`src/rtl/assert_macros.svh`:
```
// Assertion macros shared by the cache block.
`ifndef ASSERT_MACROS_SVH
`define ASSERT_MACROS_SVH
// Implication checked on every clock edge outside reset.
`define CHK_IMPL(label, ante, cons, msg) \
  label: assert property (@(posedge clk) disable iff (rst) (ante) |-> (cons)) \
    else $error(msg);
// Implication checked in the cycle after the antecedent.
`define CHK_NEXT(label, ante, cons, msg) \
  label: assert property (@(posedge clk) disable iff (rst) (ante) |=> (cons)) \
    else $error(msg);
`endif

```
`src/rtl/sacal_pkg.sv`:
```
// Package with sizes, codes and shared types of the age-LRU cache.
package sacal_pkg;
  localparam int NUM_WAYS = 4;
  localparam int LINE_BYTES = 64;
  localparam int WAY_BYTES = 4096;
  localparam int ADDR_BITS = 16;
  localparam int NUM_SETS = WAY_BYTES / LINE_BYTES;
  localparam int OFF_W = $clog2(LINE_BYTES);
  localparam int SET_W = $clog2(NUM_SETS);
  localparam int TAG_W = ADDR_BITS - OFF_W - SET_W;
  localparam int WAY_W = $clog2(NUM_WAYS);
  localparam int AGE_W = 16;
  localparam int DATA_ADDR_W = SET_W + OFF_W;
  localparam logic [AGE_W-1:0] AGE_MAX = '1;

  typedef enum logic [1:0] {
    MODE_READ  = 2'd0,
    MODE_WRITE = 2'd1,
    MODE_FILL  = 2'd2,
    MODE_FLUSH = 2'd3
  } mode_t;

  // Back-end sequencer states.
  typedef enum logic [1:0] {
    ST_CLEAR,
    ST_IDLE,
    ST_LOOK,
    ST_DONE
  } state_t;

  // One classified word passed from the front end to the back end.
  typedef struct packed {
    mode_t             mode;
    logic [TAG_W-1:0]  tag;
    logic [SET_W-1:0]  set;
    logic [OFF_W-1:0]  offset;
    logic [7:0]        byte_in;
    logic [WAY_W-1:0]  fill_way;
    logic              fill_last;
  } req_t;
endpackage

```
`src/rtl/sacal_front.sv`:
```
// Front end: accepts words, splits the address and queues them.
module sacal_front (
  input  logic             clk,
  input  logic             rst,
  input  logic [1:0]       mode,
  input  logic [15:0]      address,
  input  logic [7:0]       byte_in,
  input  logic [1:0]       fill_way,
  input  logic             fill_last,
  input  logic             in_valid,
  output logic             in_stall,
  output logic             q_valid,
  output sacal_pkg::req_t  q_req,
  input  logic             q_take
);
  sacal_pkg::req_t slot [2];
  logic            wr_ptr;
  logic            rd_ptr;
  logic [1:0]      count;
  logic            push;
  logic            pop;
  sacal_pkg::req_t req;

  // Classify the incoming word into tag, set and offset.
  always_comb begin
    req.mode      = sacal_pkg::mode_t'(mode);
    req.offset    = address[sacal_pkg::OFF_W-1:0];
    req.set       = address[sacal_pkg::OFF_W +: sacal_pkg::SET_W];
    req.tag       = address[sacal_pkg::ADDR_BITS-1 -: sacal_pkg::TAG_W];
    req.byte_in   = byte_in;
    req.fill_way  = fill_way;
    req.fill_last = fill_last;
  end

  assign in_stall = (count == 2'd2);
  assign push     = in_valid && !in_stall;
  assign q_valid  = (count != 2'd0);
  assign q_req    = slot[rd_ptr];
  assign pop      = q_valid && q_take;

  // Two-entry queue between the front and back ends.
  always_ff @(posedge clk) begin
    if (push) begin
      slot[wr_ptr] <= req;
    end
    if (rst) begin
      wr_ptr <= 1'b0;
      rd_ptr <= 1'b0;
      count  <= 2'd0;
    end else begin
      if (push) begin
        wr_ptr <= !wr_ptr;
      end
      if (pop) begin
        rd_ptr <= !rd_ptr;
      end
      count <= count + {1'b0, push} - {1'b0, pop};
    end
  end
endmodule

```
`config.mk`:
```
export PLATFORM = sky130hd
export DESIGN_NAME = sacal_front
export DESIGN_NICKNAME = d
export VERILOG_FILES = /design/src/rtl/assert_macros.svh /design/src/rtl/sacal_pkg.sv /design/src/rtl/sacal_front.sv
export SDC_FILE = /design/constraint.sdc
export NUM_CORES = 1
export LEC_CHECK = 0
export ABC_AREA = 1
export BUFFER_PORTS_ARGS = -buffer_cell sky130_fd_sc_hd__buf_2
export CAP_MARGIN = 25
export CORE_MARGIN = 2
export CORE_UTILIZATION = 51
export DETAILED_ROUTE_END_ITERATION = 8
export PLACE_DENSITY = 0.89
export SLEW_MARGIN = 40
export SYNTH_ARGS = -nofsm -noshare
export SYNTH_HDL_FRONTEND = slang
export SYNTH_SLANG_ARGS = --single-unit
```
`constraint.sdc`:
```
create_clock -name clk -period 2.6 [get_ports clk]
set_input_delay 0.26 -clock clk [delete_from_list [all_inputs] [get_ports clk]]
set_output_delay 0.26 -clock clk [all_outputs]
set_load 0.01 [all_outputs]
```
# After elaboration in Yosys (flattened, before gate mapping)
# Memories as Yosys holds them, arrays and structs flattened. A register that Yosys moved wholly into a read port is not among the register bits.
# Cells that the tools add are included.
# op_classes
n_mux	4
n_eq_ne	1
n_reduce_logical	6
addsub	2
# ops
operator	n
two-way mux 1 bit	4
zero test 1 bit	3
adder 2 x 1 -> 2 bit	1
equality test 2 bit, second input constant	1
logical AND 1 bit	2
nonzero test 2 bit	1
subtractor 2 x 1 -> 2 bit	1
# totals
in_bits	33
ram_bits	58
out_inout_bits	31
regBits	4
memories	1
elab_cells	17
# mem_list
name	words	width	rd	rd_clocked_by_memory_dff	write_ports	line	source
slot	2	29	1	1	1	sacal_front.sv:16	sacal_pkg::req_t slot [2];

# Depth between registers and ports, before layout
# depth
depth_word	5
depth_mapped	11
depth_no_buf	11

# Worst setup path before layout
# No wires, ideal clock.
# synth_path
path_type	reg-to-reg
start	register count[0]
end	memory slot[0][0] (netlist bit), enable pin
required_ps	2185
arrival_ps	1789
path_buffers	0
synth_period_minus_slack_ps	2204
path_stages_with_launch	5
setup_slack_ps	396
setup_ps	415
cell_sequence	dfxtp_1 > inv_1 > nand2_1 > nand2_1 > nor2_1
# synth_between
elab_chain_cells	5
# synth_lines
element	line	source
start: declaration	sacal_front.sv:19	logic [1:0] count;
start signal: assignment	sacal_front.sv:57	count <= count + {1'b0, push} - {1'b0, pop};
equality test 2 bit	sacal_front.sv:35	assign in_stall = (count == 2'd2);
zero test 1 bit	sacal_front.sv:36	assign push = in_valid && !in_stall;
logical AND 1 bit	sacal_front.sv:36	
two-way mux 1 bit	sacal_front.sv:43	if (push) begin
two-way mux 1 bit (implied by the code)	sacal_front.sv:44	slot[wr_ptr] <= req;
end: declaration	sacal_front.sv:16	
# No other way between the ends.

==> out/results.ini <==
[drt]
first_iter_violations = 126
first_pass_iters = 4
dr_total_vias = 1265
routed_via_density = 4.88
routed_wl_um = 3790
drc_errors = 0
final_antenna_net_count = 0
wl_per_cell_um = 14.6

[cells_and_area]
fillCellCount = 313
drive_above_1_share_pct = 52.2
nNetsFinal = 237
diodes = 0
syn2layout_area_growth_pct = 23.9
final_cell_mix = 63 x buf_2, 58 x edfxtp_1, 19 x mux2_2
post-route-util_pct = 66.8
final_common_cell = buf_2

[clock_tree]
clock-sinks = 63
clock_latency_ns = 0.33
htree_levels = 3
path_clk_slew_ns = 0.06
cts_resized = 0
cts_setup_buffers = 0
clock_path_buffers = 2
ctsRootBufferMaster = clkbuf_8
cts_tree = done
cts_buffers = 9
ctsHoldBuffers = 0

[sta]
fin_crit_ns = 1.82
maxSlewViolCount = 0
worst_pin_slew_ns = 0.487
setup_viol = 0
post-route-period-util_pct = 70.0
clock_skew_ns = 0.00702
timing.fmax_mhz = 549
rsz0062_at_grt = no
finalHoldViolCount = 0
max_slew_margin_pct = 67.5
fin_setup_tns_ns = 0

[synthesis]
ys_ff_latch = 63
syn_area_per_cell_um2 = 18.6
ys_seq_area_share_pct = 77.4
syn-num-nets = 163
netlist_area_um2 = 2380
syn-instance-count = 128
synth.distinct_cells = 12
yosys_warnings = 0

[grt]
grtUsageTotal_pct = 14.9
grt-ovfl-total = 0
grt_pass1_vias = 1209
busiest_layer = met2
grt_util_met1_pct = 18.6
grt_start_max_net_pins = 30
use_met2_pct = 22.8
grt_pass1_wl_um = 5490
met3_usage_pct = 5.83
antenna_found_initial = 0

[die]
die-area_um2 = 5230
die_h_um = 72.3
design.core.area_um2 = 4410
start_util_pct = 53.9
row_count = 24
die_w_um = 72.3
io_pins = 64

[worst_setup_path]
required_ns = 2.34
cp-start-kind = flop
r2r-start = count[0]$_SDFF_PP0_
arrival_ns = 1.56
path_class = reg -> out
ff2ff_path_depth = 5
worst_setup_path_end_kind = output port
crit_path_max_fanout = 29

[power]
power_leakage_nw = 1.20
ir_drop_v = 0.000582
p_per_area_nw_per_um2 = 958

[worst_hold_path]
hold_path.class = in -> reg
hold_depth = 2
worstHoldStart = rst

[flow_run]
cap_violations = 0

[placed_design]
gp_congestion = 0.732
io_buffers = 63
hpwl_um = 2540

[status]
status = complete, no violations

[sequential cells by signal (all words and copies together), names as in the netlist, named ones only]
signal,count
count,2
rd_ptr,1
slot,58
wr_ptr,1
[metal layers]
metal  wire, um  up-vias
li1           -      622
met1       1620      575
met2       1790       59
met3        315        9
met4         68        0
met5          0        -
[final cells by class]
cell class	instances	area (um^2)	area share, %
sequential	63	1840	62.4
multi-input combinational	53	480	16.3
timing repair buffer	66	350	11.9
clock buffer	10	128	4.33
tap	52	65.1	2.21
clock inverter	6	51.3	1.74
inverter	9	33.8	1.15
[synth_stat cells (all sizes together)]
library cell / n / share of area (%)
nand3: 3 / 0.63
inv: 9 / 1.4
mux2: 29 / 15
dfxtp: 5 / 4.2
buf: 3 / 1.2
nor2: 9 / 1.4
nand2: 8 / 1.3
edfxtp: 58 / 73
ha: 2 / 1.1
a21oi: 2 / 0.42
[critical path, stage by stage, from the launching register on]
cell	delay (ns)
dfxtp_1	0.30
buf_4	0.37
mux2_2	0.40
buf_2	0.14
[report_power, final]
group / internal [mW] / leakage (nW) / switching, mW
clock: 0.430 / 0.0925 / 0.343
combinational: 0.345 / 0.522 / 0.380
sequential: 1.29 / 0.583 / 0.0454
[logic make-up (layout without fill, tap and decap cells)]
group / Yosys count / after routing / share of synthesized area (%)
buf+inv: 12 / 91 / 2.57
flops: 63 / 63 / 77.4
simple gates: 20 / 20 / 3.31
compound gates: 2 / 2 / 0.420
fa+ha+maj: 2 / 2 / 1.05
mux: 29 / 29 / 15.3
[worst paths after layout]
check | endpoint | slack, ns
worst max-delay path | q_req[10] | 0.78
worst min-delay path | count[0]$_SDFF_PP0_ | 0.1
worst max register to register | slot[0][27]$_DFFE_PP_ | 1.03
worst min register to register | flop | 0.50
[per-stage QoR]
stage	hold slack [ns]	power [mW]	setup slack (ns)	instance area, um^2	cells
final	0.0983	2.83	0.780	2950	259
after global routing	0.0974	2.97	0.721	2950	259
after CTS	0.0879	2.85	0.770	2950	259
after detailed placement	0.437	2.09	1.02	2770	243
after global placement	0.433	2.06	1.12	2770	243
after floorplan	0.331	1.83	0.396	2380	128
Power figures use the tool's default switching activity.
